### src/rtl/ordl_pkg.sv
// Shared types and constants for the ordered id list with cursor.
// Holds the command and result codes and the structs passed between controller and datapath.
// Depends on nothing; the controller, datapath and top level refer to it by scoped names.
package ordl_pkg;

  localparam int CAPACITY_DEFAULT = 16;
  localparam int ID_W             = 32;

  typedef enum logic [2:0] {
    KIND_ADD      = 3'd0,
    KIND_REMOVE   = 3'd1,
    KIND_PLAY     = 3'd2,
    KIND_NEXT     = 3'd3,
    KIND_PREV     = 3'd4,
    KIND_SEARCH   = 3'd5,
    KIND_LIST_FWD = 3'd6,
    KIND_LIST_REV = 3'd7
  } kind_t;

  typedef enum logic [2:0] {
    ST_OK        = 3'd0,
    ST_DUPLICATE = 3'd1,
    ST_FULL      = 3'd2,
    ST_NOT_FOUND = 3'd3,
    ST_EMPTY     = 3'd4,
    ST_NO_CURSOR = 3'd5,
    ST_AT_END    = 3'd6,
    ST_AT_BEGIN  = 3'd7
  } status_t;

  // Datapath operations, one per cycle.
  typedef enum logic [3:0] {
    DP_IDLE,
    DP_LOAD,
    DP_FROM_HEAD,
    DP_FROM_TAIL,
    DP_FROM_CURSOR,
    DP_WALK,
    DP_SCAN_START,
    DP_SCAN,
    DP_ADD_LINK,
    DP_ADD_FINISH,
    DP_REMOVE,
    DP_SET_CURSOR
  } dp_op_t;

  typedef struct packed {
    dp_op_t  op;
    logic    emit;
    status_t status;
    logic    take_id;
    logic    last;
    logic    back;
  } cmd_t;

  typedef struct packed {
    logic head_ok;
    logic tail_ok;
    logic cursor_ok;
    logic match;
    logic link_ok;
    logic full;
    logic free;
  } flags_t;

endpackage

### src/rtl/ordl_ram.sv
// Generic single-write, single-read RAM with a registered read port.
// Used for the id store and both link stores; depends on nothing.
module ordl_ram #(
  parameter int WIDTH = 32,
  parameter int DEPTH = 16
) (
  input  logic                     clk,
  input  logic                     we,
  input  logic [$clog2(DEPTH)-1:0] waddr,
  input  logic [WIDTH-1:0]         wdata,
  input  logic [$clog2(DEPTH)-1:0] raddr,
  output logic [WIDTH-1:0]         rdata
);

  logic [WIDTH-1:0] mem [DEPTH];

  always_ff @(posedge clk) begin
    if (we) begin
      mem[waddr] <= wdata;
    end
    rdata <= mem[raddr];
  end

endmodule

### src/rtl/ordl_ctrl.sv
// Controller state machine for the ordered id list.
// Sequences each command as datapath operations; uses ordl_pkg types.
module ordl_ctrl (
  input  logic              clk,
  input  logic              rst,
  input  logic              start,
  input  logic [2:0]        kind,
  input  ordl_pkg::flags_t  flags,
  output logic              busy,
  output ordl_pkg::cmd_t    cmd
);

  typedef enum logic [3:0] {
    S_IDLE,
    S_DISPATCH,
    S_FIND,
    S_SCAN,
    S_ADD_FINISH,
    S_PLAY,
    S_STEP,
    S_STEP_READ,
    S_LIST
  } state_t;

  state_t          state, state_next;
  ordl_pkg::kind_t op_kind;

  assign busy = (state != S_IDLE);

  always_comb begin
    state_next  = state;
    cmd.op      = ordl_pkg::DP_IDLE;
    cmd.emit    = 1'b0;
    cmd.status  = ordl_pkg::ST_OK;
    cmd.take_id = 1'b0;
    cmd.last    = 1'b1;
    cmd.back    = (op_kind == ordl_pkg::KIND_PREV) || (op_kind == ordl_pkg::KIND_LIST_REV);
    case (state)
      S_IDLE: begin
        if (start) begin
          cmd.op     = ordl_pkg::DP_LOAD;
          state_next = S_DISPATCH;
        end
      end
      S_DISPATCH: begin
        case (op_kind)
          ordl_pkg::KIND_ADD, ordl_pkg::KIND_REMOVE, ordl_pkg::KIND_SEARCH: begin
            if (flags.head_ok) begin
              cmd.op     = ordl_pkg::DP_FROM_HEAD;
              state_next = S_FIND;
            end else if (op_kind == ordl_pkg::KIND_ADD) begin
              cmd.op     = ordl_pkg::DP_SCAN_START;
              state_next = S_SCAN;
            end else begin
              cmd.emit   = 1'b1;
              cmd.status = ordl_pkg::ST_NOT_FOUND;
              state_next = S_IDLE;
            end
          end
          ordl_pkg::KIND_PLAY: begin
            if (flags.head_ok) begin
              cmd.op     = ordl_pkg::DP_FROM_HEAD;
              state_next = S_PLAY;
            end else begin
              cmd.emit   = 1'b1;
              cmd.status = ordl_pkg::ST_EMPTY;
              state_next = S_IDLE;
            end
          end
          ordl_pkg::KIND_NEXT, ordl_pkg::KIND_PREV: begin
            if (flags.cursor_ok) begin
              cmd.op     = ordl_pkg::DP_FROM_CURSOR;
              state_next = S_STEP;
            end else begin
              cmd.emit   = 1'b1;
              cmd.status = ordl_pkg::ST_NO_CURSOR;
              state_next = S_IDLE;
            end
          end
          default: begin
            if (!cmd.back && flags.head_ok) begin
              cmd.op     = ordl_pkg::DP_FROM_HEAD;
              state_next = S_LIST;
            end else if (cmd.back && flags.tail_ok) begin
              cmd.op     = ordl_pkg::DP_FROM_TAIL;
              state_next = S_LIST;
            end else begin
              cmd.emit   = 1'b1;
              cmd.status = ordl_pkg::ST_EMPTY;
              state_next = S_IDLE;
            end
          end
        endcase
      end
      S_FIND: begin
        cmd.back = 1'b0;
        if (flags.match) begin
          cmd.emit   = 1'b1;
          state_next = S_IDLE;
          case (op_kind)
            ordl_pkg::KIND_ADD:    cmd.status = ordl_pkg::ST_DUPLICATE;
            ordl_pkg::KIND_REMOVE: cmd.op = ordl_pkg::DP_REMOVE;
            default:               cmd.take_id = 1'b1;
          endcase
        end else if (flags.link_ok) begin
          cmd.op = ordl_pkg::DP_WALK;
        end else if (op_kind == ordl_pkg::KIND_ADD) begin
          if (flags.full) begin
            cmd.emit   = 1'b1;
            cmd.status = ordl_pkg::ST_FULL;
            state_next = S_IDLE;
          end else begin
            cmd.op     = ordl_pkg::DP_SCAN_START;
            state_next = S_SCAN;
          end
        end else begin
          cmd.emit   = 1'b1;
          cmd.status = ordl_pkg::ST_NOT_FOUND;
          state_next = S_IDLE;
        end
      end
      S_SCAN: begin
        if (flags.free) begin
          cmd.op     = ordl_pkg::DP_ADD_LINK;
          state_next = S_ADD_FINISH;
        end else begin
          cmd.op = ordl_pkg::DP_SCAN;
        end
      end
      S_ADD_FINISH: begin
        cmd.op     = ordl_pkg::DP_ADD_FINISH;
        cmd.emit   = 1'b1;
        state_next = S_IDLE;
      end
      S_PLAY, S_STEP_READ: begin
        cmd.op      = ordl_pkg::DP_SET_CURSOR;
        cmd.emit    = 1'b1;
        cmd.take_id = 1'b1;
        state_next  = S_IDLE;
      end
      S_STEP: begin
        if (flags.link_ok) begin
          cmd.op     = ordl_pkg::DP_WALK;
          state_next = S_STEP_READ;
        end else begin
          cmd.emit   = 1'b1;
          cmd.status = cmd.back ? ordl_pkg::ST_AT_BEGIN : ordl_pkg::ST_AT_END;
          state_next = S_IDLE;
        end
      end
      S_LIST: begin
        cmd.emit    = 1'b1;
        cmd.take_id = 1'b1;
        cmd.last    = !flags.link_ok;
        if (flags.link_ok) begin
          cmd.op = ordl_pkg::DP_WALK;
        end else begin
          state_next = S_IDLE;
        end
      end
      default: begin
        state_next = S_IDLE;
      end
    endcase
  end

  always_ff @(posedge clk) begin
    if (rst) begin
      state <= S_IDLE;
    end else begin
      state <= state_next;
    end
    if (state == S_IDLE && start) begin
      op_kind <= ordl_pkg::kind_t'(kind);
    end
  end

endmodule

### src/rtl/ordl_datapath.sv
// Datapath of the ordered id list: id and link memories, slot-used bits,
// head/tail/cursor pointers and the result register. Uses ordl_pkg, ordl_ram.
module ordl_datapath #(
  parameter int CAPACITY = ordl_pkg::CAPACITY_DEFAULT
) (
  input  logic                              clk,
  input  logic                              rst,
  input  ordl_pkg::cmd_t                    cmd,
  input  logic signed [ordl_pkg::ID_W-1:0]  song_id,
  output ordl_pkg::flags_t                  flags,
  output logic                              valid,
  output logic [2:0]                        status,
  output logic signed [ordl_pkg::ID_W-1:0]  result_id,
  output logic                              last
);

  localparam int SW = $clog2(CAPACITY);
  localparam int LW = $clog2(CAPACITY + 1);
  localparam logic [LW-1:0] NIL = LW'(CAPACITY);

  logic [CAPACITY-1:0] used;
  logic [LW-1:0]       head, tail, cursor, count;
  logic [LW-1:0]       ptr;
  logic [SW-1:0]       scan;
  logic signed [ordl_pkg::ID_W-1:0] id;

  logic [SW-1:0]       raddr;
  logic [ordl_pkg::ID_W-1:0] ids_rdata;
  logic [LW-1:0]       fwd_rdata, bwd_rdata, link;
  logic                ids_we, fwd_we, bwd_we;
  logic [SW-1:0]       fwd_waddr, bwd_waddr;
  logic [LW-1:0]       fwd_wdata, bwd_wdata;

  function automatic logic slot_ok(input logic [LW-1:0] s, input logic [CAPACITY-1:0] u);
    slot_ok = (s < NIL) && u[s[SW-1:0]];
  endfunction

  assign link            = cmd.back ? bwd_rdata : fwd_rdata;
  assign flags.head_ok   = slot_ok(head, used);
  assign flags.tail_ok   = slot_ok(tail, used);
  assign flags.cursor_ok = slot_ok(cursor, used);
  assign flags.match     = (ids_rdata == id);
  assign flags.link_ok   = slot_ok(link, used);
  assign flags.full      = (count == NIL);
  assign flags.free      = !used[scan];

  always_comb begin
    case (cmd.op)
      ordl_pkg::DP_FROM_HEAD:   raddr = head[SW-1:0];
      ordl_pkg::DP_FROM_TAIL:   raddr = tail[SW-1:0];
      ordl_pkg::DP_FROM_CURSOR: raddr = cursor[SW-1:0];
      ordl_pkg::DP_WALK:        raddr = link[SW-1:0];
      default:                  raddr = ptr[SW-1:0];
    endcase

    ids_we    = (cmd.op == ordl_pkg::DP_ADD_LINK);
    fwd_we    = 1'b0;
    fwd_waddr = scan;
    fwd_wdata = NIL;
    bwd_we    = 1'b0;
    bwd_waddr = scan;
    bwd_wdata = tail;
    case (cmd.op)
      ordl_pkg::DP_ADD_LINK: begin
        fwd_we    = flags.tail_ok;
        fwd_waddr = tail[SW-1:0];
        fwd_wdata = LW'(scan);
        bwd_we    = 1'b1;
      end
      ordl_pkg::DP_ADD_FINISH: begin
        fwd_we = 1'b1;
      end
      ordl_pkg::DP_REMOVE: begin
        fwd_we    = slot_ok(bwd_rdata, used);
        fwd_waddr = bwd_rdata[SW-1:0];
        fwd_wdata = fwd_rdata;
        bwd_we    = slot_ok(fwd_rdata, used);
        bwd_waddr = fwd_rdata[SW-1:0];
        bwd_wdata = bwd_rdata;
      end
      default: begin
      end
    endcase
  end

  ordl_ram #(.WIDTH(ordl_pkg::ID_W), .DEPTH(CAPACITY)) u_ids (
    .clk(clk), .we(ids_we), .waddr(scan), .wdata(id), .raddr(raddr), .rdata(ids_rdata)
  );

  ordl_ram #(.WIDTH(LW), .DEPTH(CAPACITY)) u_fwd (
    .clk(clk), .we(fwd_we), .waddr(fwd_waddr), .wdata(fwd_wdata),
    .raddr(raddr), .rdata(fwd_rdata)
  );

  ordl_ram #(.WIDTH(LW), .DEPTH(CAPACITY)) u_bwd (
    .clk(clk), .we(bwd_we), .waddr(bwd_waddr), .wdata(bwd_wdata),
    .raddr(raddr), .rdata(bwd_rdata)
  );

  // List state; the removed slot sits at ptr with its links on the read port.
  always_ff @(posedge clk) begin
    if (rst) begin
      used   <= '0;
      head   <= NIL;
      tail   <= NIL;
      cursor <= NIL;
      count  <= '0;
      valid  <= 1'b0;
    end else begin
      valid <= cmd.emit;
      case (cmd.op)
        ordl_pkg::DP_ADD_FINISH: begin
          used[scan] <= 1'b1;
          if (!flags.tail_ok) begin
            head <= LW'(scan);
          end
          tail  <= LW'(scan);
          count <= count + 1'b1;
        end
        ordl_pkg::DP_REMOVE: begin
          used[ptr[SW-1:0]] <= 1'b0;
          if (head == ptr) begin
            head <= slot_ok(fwd_rdata, used) ? fwd_rdata : NIL;
          end
          if (tail == ptr) begin
            tail <= slot_ok(bwd_rdata, used) ? bwd_rdata : NIL;
          end
          if (cursor == ptr) begin
            cursor <= NIL;
          end
          if (count != '0) begin
            count <= count - 1'b1;
          end
        end
        ordl_pkg::DP_SET_CURSOR: begin
          cursor <= ptr;
        end
        default: begin
        end
      endcase
    end
  end

  always_ff @(posedge clk) begin
    case (cmd.op)
      ordl_pkg::DP_LOAD:        id   <= song_id;
      ordl_pkg::DP_FROM_HEAD:   ptr  <= head;
      ordl_pkg::DP_FROM_TAIL:   ptr  <= tail;
      ordl_pkg::DP_FROM_CURSOR: ptr  <= cursor;
      ordl_pkg::DP_WALK:        ptr  <= link;
      ordl_pkg::DP_SCAN_START:  scan <= '0;
      ordl_pkg::DP_SCAN:        scan <= scan + 1'b1;
      default: begin
      end
    endcase
    if (cmd.emit) begin
      status    <= cmd.status;
      result_id <= cmd.take_id ? ids_rdata : '0;
      last      <= cmd.last;
    end
  end

endmodule

### src/rtl/ordered_id_list_with_cursor.sv
// A command's first word is on the outputs once the entries it needs have been read,
// one read at a time on the shared memory read port.
// Add then scans the used bits for the lowest free slot, links the new entry and finishes it.
// Listing then delivers one word per cycle; one command is in flight at a time.
// Reset (rst, synchronous) empties the list at once: no clearing pass is run.
// The receiver cannot stall; busy drops in the cycle that shows a command's last word.
module ordered_id_list_with_cursor #(
  parameter int CAPACITY = ordl_pkg::CAPACITY_DEFAULT
) (
  input  logic                             clk,
  input  logic                             rst,
  input  logic                             start,
  input  logic [2:0]                       kind,
  input  logic signed [ordl_pkg::ID_W-1:0] song_id,
  output logic                             busy,
  output logic                             valid,
  output logic [2:0]                       status,
  output logic signed [ordl_pkg::ID_W-1:0] result_id,
  output logic                             last
);

  // The controller decides what happens each cycle; the datapath owns all
  // list storage and reports back the few conditions the controller needs.
  ordl_pkg::cmd_t   cmd;
  ordl_pkg::flags_t flags;

  ordl_ctrl u_ctrl (
    .clk(clk),
    .rst(rst),
    .start(start),
    .kind(kind),
    .flags(flags),
    .busy(busy),
    .cmd(cmd)
  );

  // The datapath walks the chain one link per cycle: the link read out of
  // memory is fed straight back as the next read address.
  ordl_datapath #(.CAPACITY(CAPACITY)) u_dp (
    .clk(clk),
    .rst(rst),
    .cmd(cmd),
    .song_id(song_id),
    .flags(flags),
    .valid(valid),
    .status(status),
    .result_id(result_id),
    .last(last)
  );

endmodule

### config.mk
export PLATFORM = sky130hd
export DESIGN_NAME = ordered_id_list_with_cursor
export DESIGN_NICKNAME = d
export VERILOG_FILES = /design/src/rtl/ordl_pkg.sv /design/src/rtl/ordl_ram.sv /design/src/rtl/ordl_ctrl.sv /design/src/rtl/ordl_datapath.sv /design/src/rtl/ordered_id_list_with_cursor.sv
export SDC_FILE = /design/constraint.sdc
export NUM_CORES = 1
export LEC_CHECK = 0
export BUFFER_PORTS_ARGS = -buffer_cell sky130_fd_sc_hd__buf_2
export CAP_MARGIN = 20
export CORE_UTILIZATION = 55
export DETAILED_ROUTE_END_ITERATION = 10
export HOLD_SLACK_MARGIN = 0.08
export PLACE_DENSITY = 0.71
export SKIP_LAST_GASP = 1
export SLEW_MARGIN = 20
export SYNTH_ARGS = -nofsm -noshare
export SYNTH_HDL_FRONTEND = slang
export SYNTH_HIERARCHICAL = 1
export SYNTH_SLANG_ARGS = --single-unit
export TNS_END_PERCENT = 5
### constraint.sdc
create_clock -name clk -period 21.4 [get_ports clk]
set_clock_uncertainty 0.1 [all_clocks]
set_input_delay 1.07 -clock clk [delete_from_list [all_inputs] [get_ports clk]]
set_output_delay 1.07 -clock clk [all_outputs]
set_load 0.02 [all_outputs]
Word level (Yosys, flattened, before mapping)
Memories as Yosys holds them, arrays and structs flattened. A register that Yosys moved wholly into a read port is not among the register bits.
Index checks and enable logic that the tools add are counted.
Storage, ports and cells
  register bits: 121
  memory bits (writable): 672
  input bits: 38
  output and inout bits: 38
  logic and storage cells: 208
  memories kept: 3
Memories
  u_dp.u_ids.mem: depth 16, width 32, read ports 1, clocked after Yosys merged registers in 1, write ports 1, line ordl_ram.sv:15  | logic [WIDTH-1:0] mem [DEPTH];
  u_dp.u_bwd.mem: depth 16, width 5, read ports 1, clocked after Yosys merged registers in 1, write ports 1, line ordl_ram.sv:15
  u_dp.u_fwd.mem: depth 16, width 5, read ports 1, clocked after Yosys merged registers in 1, write ports 1, line ordl_ram.sv:15
Cells by class
  add/subtract/negate cells: 3
  magnitude comparators: 16
  equality and inequality tests: 39
  muxes and demuxes: 96
  bitwise logic cells: 3
  reduce and logical (&&, ||, !) cells: 34
Operator list (count)
  $mux W4: 23
  $pmux W5 S2: 5
  $mux W5: 9
  $lt A4 B5 Y1 const B: 8
  $eq A32 B32 Y1: 1
  $eq A4 B3 Y1 const B: 8
  $pmux W16 S2: 1
  $lt A5 B5 Y1 const B: 6
  $bmux W1 S4: 7
  $pmux W4 S7: 1
  $mux W3: 9
  $pmux W4 S6: 1
  $pmux W8 S3: 1
  $mux W1: 21
  $eq A4 B4 Y1 const B: 5
  $pmux W5 S4: 1
  $and A16 B16 Y16: 1
  $eq A4 B2 Y1 const B: 4
  $not A16 Y16: 1
  $or A16 B16 Y16: 1
  $pmux W4 S2: 2
  $pmux W4 S4: 1
  $eq A5 B5 Y1: 3
  $pmux W4 S3: 1
  33 further kinds: 70

Depth between registers and ports, before layout
Gate-level depths: netlist of the first run.
  word-level depth: 14
  gate-level depth with buffers: 32
  depth with buffers taken out: 23

Cells and area by module
Netlist of the first run, hierarchy kept.
Modules (own cells, without submodules)
  ordl_ram at u_dp.u_ids: times used 1, cells each 838, area each 19835.3 µm², seq. area each 16015.4 µm²
  ordl_ram at u_dp.u_bwd ...: times used 2, cells each 155, area each 3213.1 µm², seq. area each 2502.4 µm²
  ordl_datapath: times used 1, cells each 586, area each 6413.7 µm², seq. area each 3052.9 µm²
  ordl_ctrl: times used 1, cells each 122, area each 883.3 µm², seq. area each 170.2 µm²

Worst setup path before layout of the first run
OpenSTA, ideal clock, no wires.
  kind: register -> register
  from: reg u_ctrl.op_kind[0]
  to: mem u_dp.u_ids.mem[0][0] (enable)
  setup time: 0.461 ns
  arrival: 6.674 ns
  data required time: 20.839 ns
  slack: 14.165 ns
  cell stages (with the launch flop): 25
  period minus slack after synthesis: 7.235 ns
  cells stage by stage: edfxtp_1 -> clkbuf_1 -> buf_2 -> and2_1 -> o21ai_1 -> nor2_1 -> buf_6 -> mux2i_4 -> buf_6 -> nor2b_1 -> a211oi_2 -> a21oi_1 -> mux4_2 -> nor2b_1 -> clkbuf_1 -> a22o_1 -> nand2_1 -> nand3_1 -> buf_6 -> nand2b_4 -> nand2b_1 -> clkbuf_1 -> nor2_1 -> or3b_2 -> nor3_1
RTL lines
  start, declared: line ordl_ctrl.sv:26  | ordl_pkg::kind_t op_kind;
  start signal, assigned: line ordl_ctrl.sv:174  | op_kind <= ordl_pkg::kind_t'(kind);
  end, declared: line ordl_ram.sv:15

==> results.yml, run 1 <==
routing:
  wl_per_cell_um: 27.2
  drtIter0Drc: 1638
  routed_wl_mm: 76.1
  vias: 17700
  avgViaCountPerCell: 6.33
  drt_first_pass_iters: 6
  antenna_left: 0
  drc: 0
grt:
  grt_pass1_wl_mm: 113
  grt_use_total_pct: 25.0
  grt_max_degree: 75
  antenna_found_initial: 2
  grt_pass1_vias: 17700
  grt_overflow_total: 0
critical_path:
  cp.required_ns: 21.81
  r2r_start: "u_ctrl/op_kind[0]"
  path_depth: 22
  worstSetupEndpointType: "flip-flop"
  crit_chain: "nor2_1 > o21ai_1 > nor2_1 > mux2i_4 > nor2b_1 > a211oi_1 > a21oi_1 > mux4_2 > nor2b_1 > nor3_1 > or3b_1 > o311a_1 > nand3_1 > nand2_1 > nor3_1 > a222oi_1 > nand2_4 > buf_4 > buf_4 > mux4_2 > a22oi_1 > nand2_1"
  worst-path-max-fanout: 46
  r2r_slack_ns: 12.61
  r2r_cells: 22
  crit_end: "u_dp/u_ids/rdata[18]"
  worst_path_max_delay_cell: "buf_4"
  cp.arrival_ns: 9.20
  r2r_end: "u_dp/u_ids/rdata[18]"
  cp-start-kind: "flip-flop"
  max_stage_delay_ns: 0.74
  crit_type: "flip-flop to flip-flop"
  crit_start: "u_ctrl/op_kind[0]"
  cp_top_family: "simple AND/OR/NAND/NOR gates"
  crit_buf_inv: 2
pwr:
  peakVddDrop_mv: 0.0688
  p_per_area_nw_per_um2: 90.1
  leakage_uw: 0.0124
yosys:
  ys_top_cells_by_area: "edfxtp_1, mux4_2, dfxtp_1"
  synthArstFlopShare_pct: 0
  syn_inst: 1856
  synth_nets: 1902
  synth_area_um2: 33600
  yosys.area.top_type: "edfxtp_1"
  syn_area_per_cell_um2: 18.1
  ys_types: 73
  synth-seq-cells: 835
  synth-edff-count: 752
  synth_most_common_cell: "edfxtp_1"
  yosysSeqAreaShare_pct: 72.2
  ys.flop_type: "edfxtp_1"
  synth_top_area_share_pct: 67.3
  synth_warnings: 6
  synth_common_cells: "edfxtp_1, mux4_2, nand2_1, a22oi_1, dfxtp_1"
die:
  start_util_pct: 55.6
  fp.dieW_um: 249
  dieArea_um2: 62000
  die_h_um: 249
  io_pins: 76
  core_area_um2: 60400
  rows: 90
clock_network:
  cts_root_buffer: "clkbuf_16"
  clk_latency_ns: 0.64
  numCtsBuffers: 84
  cts_setup_buffers: 0
  hold_buffers: 0
  cts_resized: 0
  clock-sinks: 835
  cts_tree: "built"
  clockBufferDepth: 3
  cts.clk_slew.worst_paths_ns: 0.06
  h-tree-depth: 3
status:
  outcome: "complete, no violations"
sta:
  rsz0062_at_grt: "no"
  tightest_slew_ns: 1.12
  fin_setup_tns_ns: 0
  slew_headroom_pct: 25.4
  setup_viol: 0
  fmax_mhz: 114
  maxSlewViolCount: 0
  period_share_pct: 41.1
  finalCriticalPeriod_ns: 8.79
  finalHoldViolCount: 0
placed_design:
  port-buffer-count: 75
  place_congestion: 0.915
  detailedPlacementHpwl_mm: 42.2
min_path:
  hp-class: "flip-flop to flip-flop"
  worstHoldStart: "u_dp/count[3]"
cells_and_area:
  finalNetCount: 1997
  fin_util_pct: 62.2
  layout-drive-gt1-share_pct: 23.4
  area_growth_pct: 11.9
job:
  max-cap-violations: 0
-- registers in the layout, indices dropped and copies added, names as in the netlist, 4 cells and up --
signal            flops
u_dp/ptr              5
u_dp/u_bwd/mem       80
u_ctrl/state          4
u_dp/u_ids/rdata     32
u_dp/used            16
u_dp/u_fwd/mem       80
u_dp/tail             5
u_dp/cursor           5
u_dp/id              32
u_dp/u_bwd/rdata      5
u_dp/u_ids/mem      512
u_dp/scan             4
u_dp/u_fwd/rdata      5
u_dp/head             5
u_dp/result_id       32
u_dp/count            5
-- worst min-delay path by stage --
| stage | end | slack [ns] | depth (start not counted) |
|---|---|---|---|
| after floorplan | u_dp/count[3] | 0.36 | 2 |
| after global placement | u_dp/count[3] | 0.38 | 2 |
| after detailed placement | u_dp/count[3] | 0.39 | 2 |
| after CTS | u_dp/count[3] | 0.40 | 2 |
| after global routing | u_dp/count[3] | 0.42 | 2 |
| final | u_dp/count[3] | 0.40 | 2 |
-- layout make-up --
cell class,count,area [µm²]
Clock inverter,47,468
Sequential cell,835,24200
Fill cell,4186,22800
Multi-Input combinational cell,901,8920
Antenna cell,1,2.50
Tap cell,782,978
Inverter,21,78.8
Timing Repair Buffer,108,627
Clock buffer,107,2250
-- power by group --
group / leakage [µW] / total, µW / internal (µW) / switching (µW)
clock network: 0.00133 / 1420 / 813 / 607
registers: 0.00768 / 1830 / 1800 / 34.4
logic: 0.00335 / 134 / 56.0 / 77.8
-- through the flow --
step | power, µW | setup WS [ns] | cells | hold WS [ns] | area [µm²]
final | 3380 | 12.61 | 2802 | 0.404 | 37600
after global routing | 3480 | 11.91 | 2802 | 0.424 | 37600
after CTS | 3410 | 12.64 | 2800 | 0.401 | 37500
after detailed placement | 2000 | 12.68 | 2646 | 0.391 | 34800
after global placement | 1990 | 12.98 | 2646 | 0.375 | 34800
after floorplan | 1950 | 14.16 | 1856 | 0.356 | 33600
-- kinds of logic after synthesis --
family,Yosys count,synth area share [%]
adder cells (fa/ha/maj),8,0.321
XOR/XNOR,56,1.46
multiplexers,223,13.9
AND/OR/NAND/NOR,400,5.93
AO/OA/AOI/OAI,214,4.42
buffers and inverters,120,1.77
flip-flops,835,72.2
-- metal layers --
layer	wire length, µm	vias up	share of wire [%]	global-route usage, %
met5	0	-	0	0
met4	1810	0	2.4	6.79
met3	6780	132	8.9	4.81
met2	36900	868	48	39.8
met1	30700	9112	40	35.6
li1	-	7636	-	-
-- layout by cell type (no fill, tap or decap), types with 12 or more instances in the layout --
master | Yosys | layout
nand3_1 | 40 | 40
clkbuf_1 | 47 | 17
xor2_1 | 44 | 44
mux2i_1 | 28 | 28
nor2_4 | 0 | 13
edfxtp_1 | 752 | 752
a22oi_1 | 87 | 87
a21oi_1 | 36 | 36
nor2_1 | 81 | 65
dfxtp_1 | 83 | 83
nand2b_1 | 24 | 24
xnor2_1 | 12 | 12
nor3_1 | 24 | 19
nor2b_1 | 20 | 18
clkinv_2 | 0 | 19
nand2_1 | 115 | 114
nor4_1 | 12 | 12
o21ai_0 | 27 | 27
mux4_2 | 192 | 192
inv_1 | 20 | 20
buf_2 | 19 | 75
and2_1 | 41 | 40
buf_4 | 16 | 32
clkbuf_16 | 0 | 84
-- worst min-delay path, cell delays in order, from the launching register on --
cell and delay [ns]:
dfxtp_1 0.33, nand3_1 0.07, a21oi_1 0.05
Power figures use the tool's default switching activity.
==> run 2, diff against run 1 <==
==> constraint.sdc (replaced) <==
create_clock -name clk -period 8.4 [get_ports clk]
set_clock_uncertainty 0.1 [all_clocks]
set_input_delay 0.42 -clock clk [delete_from_list [all_inputs] [get_ports clk]]
set_output_delay 0.42 -clock clk [all_outputs]
set_load 0.02 [all_outputs]
==> results.yml, run 2 (same netlist as run 1, synthesis figures left out) <==
status:
  outcome: "complete, no violations"
cells_and_area:
  layout-drive-gt1-share_pct: 23.1
  area_growth_pct: 13.7
  most-common-layout-cells: "edfxtp_1, mux4_2, nand2_1"
  layout.cells.non_filler: 2843
  final_common_cell: "edfxtp_1"
  finalNetCount: 2040
  top_register: "u_dp/u_ids/mem"
  top_regs: "u_dp/u_ids/mem (512), u_dp/u_bwd/mem (80), u_dp/u_fwd/mem (80)"
  fin_util_pct: 63.2
  largest_reg_flops: 512
  antenna_cells: 0
  n_fill_cell: 4101
sta:
  fmax_mhz: 132
  finalCriticalPeriod_ns: 7.57
  whs_ns: 0.129
  tightest_slew_ns: 1.04
  setup_viol: 0
  maxSlewViolCount: 0
  rsz0062_at_grt: "no"
  finalHoldViolCount: 0
  period_share_pct: 90.1
  slew_headroom_pct: 30.4
  fin_setup_tns_ns: 0
routing:
  routed_wl_mm: 77.7
  avgViaCountPerCell: 6.35
  drtIter0Drc: 1771
  antenna_left: 0
  vias: 18100
  wl_per_cell_um: 27.3
  drc: 0
  drt_first_pass_iters: 6
grt:
  antenna_found_initial: 1
  grt_pass1_vias: 18100
  grt_max_degree: 55
  grt_pass1_wl_mm: 115
  grt_overflow_total: 0
  grt_use_total_pct: 25.3
pwr:
  peakVddDrop_mv: 0.172
  power_frac_seq_pct: 53.0
  switchingPower_uw: 1860
  power_uw: 8800
  swShare_pct: 21.1
  p_per_area_nw_per_um2: 231
  leakage_uw: 0.0126
  p_comb_share_pct: 4.1
  p_int_uw: 6940
  clock_power_share_pct: 42.9
die:
  fp.dieW_um: 249
  die_h_um: 249
  start_util_pct: 55.6
  core_area_um2: 60400
  rows: 90
  dieArea_um2: 62000
  io_pins: 76
placed_design:
  place_congestion: 0.881
  detailedPlacementHpwl_mm: 45.2
  port-buffer-count: 75
  placed_cells: 2656
critical_path:
  cp.arrival_ns: 8.03
  crit_type: "flip-flop to flip-flop"
  crit_start: "u_ctrl/op_kind[0]"
  worstSetupEndpointType: "flip-flop"
  cp-start-kind: "flip-flop"
  cp.required_ns: 8.86
  worst-path-max-fanout: 20
  r2r_start: "u_ctrl/op_kind[0]"
clock_network:
  cts_root_buffer: "clkbuf_16"
  cts_setup_buffers: 0
  cts_resized: 0
  h-tree-depth: 3
  cts.clk_slew.worst_paths_ns: 0.06
  numCtsBuffers: 83
  cts_tree: "built"
  clk_latency_ns: 0.64
  hold_buffers: 35
  clock-sinks: 835
  clockBufferDepth: 3
job:
  max-cap-violations: 0
min_path:
  worstHoldStart: "start"
  hp-class: "primary input to flip-flop"
## run 2: changes by cell type in the layout (fill, tap and decap cells not counted), moves of 2 or more
cell	previous run	this run
bufinv_16	5	9
clkbuf_1	17	19
inv_4	2	0
clkinvlp_4	3	8
clkinv_2	19	8
buf_12	0	7
inv_6	1	3
dlygate4sd3_1	0	35
clkbuf_8	6	8
buf_4	32	35
## run 2: layout make-up
type,count,area (µm²),share of cell area (%)
Inverter,21,78.8,0.207
Tap cell,782,978,2.56
Sequential cell,835,24200,63.5
Clock buffer,111,2280,5.98
Timing Repair Buffer,152,1130,2.96
Multi-Input combinational cell,901,8910,23.4
Clock inverter,41,527,1.38
## run 2: critical path, cell delays in order (launching register included)
cell and delay, ns:
edfxtp_1 0.63, nor2_1 0.27, o21ai_1 0.13, nor2_1 0.54, mux2i_4 0.58, nor2b_1 0.11
a211oi_2 0.21, a21oi_1 0.07, mux4_2 0.50, nor2b_1 0.24, nor3_1 0.24, or3b_1 0.40
o311a_1 0.30, nand3_1 0.18, buf_4 0.29, nand2_1 0.14, nor3_1 0.46, nand2_1 0.11
nand2_1 0.12, a221o_1 0.70, and2_2 0.67, buf_4 0.30, a22oi_1 0.09, nand2_1 0.10
## run 2: final timing paths
path	to	slack, ns	cells past startpoint
hold reg to reg	u_dp/count[3]	0.40	2
setup reg to reg	u_dp/u_ids/rdata[15]	0.83	23
hold / removal	u_ctrl/op_kind[2]	0.13	3
setup / recovery	u_dp/u_ids/rdata[15]	0.83	23
## run 2: power groups by stage
stage          combinational (µW)  sequential (µW)  clock (µW)
2_1_floorplan                 241             4720           0
6_report                      364             4660        3770
4_1_cts                       366             4660        3830
3_5_place_dp                  352             4750           0
3_3_place_gp                  350             4750           0
5_1_grt                       389             4670        3990
## run 2: routing by layer
metal | track usage (%) | wire length, µm | vias to the layer above
li1 | - | - | 7721
met5 | 0 | 15 | -
met3 | 5.41 | 6760 | 138
met2 | 39.8 | 36800 | 826
met1 | 36.2 | 32100 | 9364
met4 | 7.60 | 1980 | 2
## run 2: per-stage QoR
stage               area (µm²)  setup WS, ns
floorplan                33600          1.16
finish                   38200         0.831
global route             38200         0.343
CTS                      38100         0.908
detailed placement       35000         0.938
global placement         35000          1.13
==> run 3, diff against run 2 <==
--- a/config.mk
+++ b/config.mk
@@ -10,7 +10,7 @@
 export CORE_UTILIZATION = 55
 export DETAILED_ROUTE_END_ITERATION = 10
 export HOLD_SLACK_MARGIN = 0.08
-export PLACE_DENSITY = 0.71
+export PLACE_DENSITY_LB_ADDON = 0.3
 export SKIP_LAST_GASP = 1
 export SLEW_MARGIN = 20
 export SYNTH_ARGS = -nofsm -noshare
==> results.yml, run 3 (same netlist as run 1, synthesis figures left out) <==
grt:
  antenna_found_initial: 0
  grt_use_total_pct: 25.5
  grt_max_degree: 61
  grt_overflow_total: 0
  grt_pass1_vias: 18300
  grt_pass1_wl_mm: 116
routing:
  avgViaCountPerCell: 6.42
  antenna_left: 0
  routed_wl_mm: 78.0
  drt_first_pass_iters: 7
  vias: 18200
  drc: 0
  drtIter0Drc: 2003
  wl_per_cell_um: 27.4
min_path:
  worstHoldPathCells: 3
  hp-class: "primary input to flip-flop"
  whs_endpoint: "u_ctrl/op_kind[2]"
  worstHoldStart: "start"
cells_and_area:
  finalNetCount: 2038
  most-common-layout-cells: "edfxtp_1, mux4_2, nand2_1"
  largest_reg_flops: 512
  layout-drive-gt1-share_pct: 22.9
  area_growth_pct: 13.5
  antenna_cells: 0
  top_regs: "u_dp/u_ids/mem (512), u_dp/u_bwd/mem (80), u_dp/u_fwd/mem (80)"
  top_register: "u_dp/u_ids/mem"
  final_common_cell: "edfxtp_1"
  final_area_um2: 38100
clock_network:
  clockBufferDepth: 3
  cts.clk_slew.worst_paths_ns: 0.06
  clock-sinks: 835
  h-tree-depth: 3
  clk_latency_ns: 0.63
  cts_root_buffer: "clkbuf_16"
  cts_tree: "built"
  numCtsBuffers: 84
critical_path:
  r2r_slack_ns: 0.86
  r2r_start: "u_ctrl/op_kind[0]"
  crit_buf_inv: 2
  max_stage_delay_ns: 0.63
  r2r_end: "u_dp/u_ids/rdata[12]"
  crit_chain: "nor2_1 > o21ai_1 > nor2_1 > mux2i_4 > nor2b_1 > a211oi_2 > a21oi_1 > mux4_2 > nor2b_1 > nor3_1 > or3b_1 > o311a_1 > nand3_1 > buf_4 > nand2_1 > nor3_1 > a222oi_1 > nand2_4 > buf_12 > mux4_2 > a22oi_1 > nand2_1"
  crit_type: "flip-flop to flip-flop"
  cp.required_ns: 8.79
  cp-start-kind: "flip-flop"
  worst-path-max-fanout: 60
  r2r_cells: 22
  worst_path_max_delay_cell: "edfxtp_1"
  cp_top_family: "simple AND/OR/NAND/NOR gates"
  worstSetupEndpointType: "flip-flop"
  cp.arrival_ns: 7.93
pwr:
  p_per_area_nw_per_um2: 230
  peakVddDrop_mv: 0.176
  power_uw: 8760
  leakage_uw: 0.0126
die:
  fp.dieW_um: 249
  core_area_um2: 60400
  start_util_pct: 55.6
  die_h_um: 249
  dieArea_um2: 62000
  rows: 90
  io_pins: 76
sta:
  slew_headroom_pct: 30.4
  fmax_mhz: 133
  period_share_pct: 89.8
  finalHoldViolCount: 0
  whs_ns: 0.151
  finalCriticalPeriod_ns: 7.54
  maxSlewViolCount: 0
  setup_viol: 0
  rsz0062_at_grt: "no"
  tightest_slew_ns: 1.04
  fin_setup_tns_ns: 0
placed_design:
  detailedPlacementHpwl_mm: 45.6
  dpl-instance-area_um2: 34900
  place_congestion: 0.924
  port-buffer-count: 75
job:
  max-cap-violations: 0
status:
  outcome: "complete, no violations"
-- run 3: cell types whose count changed in the layout (fill, tap and decap cells not counted), moves of 2 or more --
cell	change
clkbuf_8	-4
clkinv_2	+6
clkbuf_1	+4
buf_12	-2
clkinvlp_4	-5
-- run 3: repair_timing --
item,CTS,global route
hold buffers,35,0
hold endpoints to repair,35,0
gates resized for setup,0,0
buffers inserted,0,0
-- run 3: worst min-delay path, delay by kind of cell --
family        cells  cell delay [ns]
buf+inv           2             0.16
simple gates      1             0.10
-- run 3: worst max-delay path by stage --
stage                            startpoint                    to  slack [ns]  cells past startpoint
final                     u_ctrl/op_kind[0]  u_dp/u_ids/rdata[12]        0.86                     22
after global routing      u_ctrl/op_kind[0]  u_dp/u_ids/rdata[12]        0.34                     22
after CTS                 u_ctrl/op_kind[0]  u_dp/u_ids/rdata[23]        0.89                     22
after detailed placement  u_ctrl/op_kind[0]  u_dp/u_ids/rdata[23]        0.94                     22
after global placement    u_ctrl/op_kind[0]  u_dp/u_ids/rdata[23]        1.06                     22
after floorplan           u_ctrl/op_kind[0]  u_dp/u_ids/mem[0][0]        1.16                     24
-- run 3: area by class of cell --
class,count,area (µm²)
fillers,4109,22300
multi-input cells,901,8920
clock buffers,112,2270
clock inverters,41,507
inverters,21,78.8
well taps,782,978
flip-flops and latches,835,24200
repair buffers,149,1080
-- run 3: routing by layer --
| layer | global-route usage (%) | share of wire [%] | up-vias |
|---|---|---|---|
| li1 | - | - | 7719 |
| met1 | 37.2 | 41 | 9438 |
| met2 | 40.0 | 47 | 968 |
| met3 | 4.31 | 9.1 | 119 |
| met4 | 7.53 | 2.3 | 0 |
| met5 | 0 | 0 | - |
-- run 3: stage by stage --
step	cells	worst slack (ns)	util (%)
floorplan	1856	1.16	-
global placement	2653	1.06	57.9
detailed placement	2653	0.945	57.9
CTS	2841	0.892	63.1
global route	2841	0.342	63.1
finish	2841	0.857	63.1
-- run 3: power by group --
group,switching [µW],internal [µW]
clock network,1530,2210
registers,91.7,4570
logic,203,156
total,1820,6940
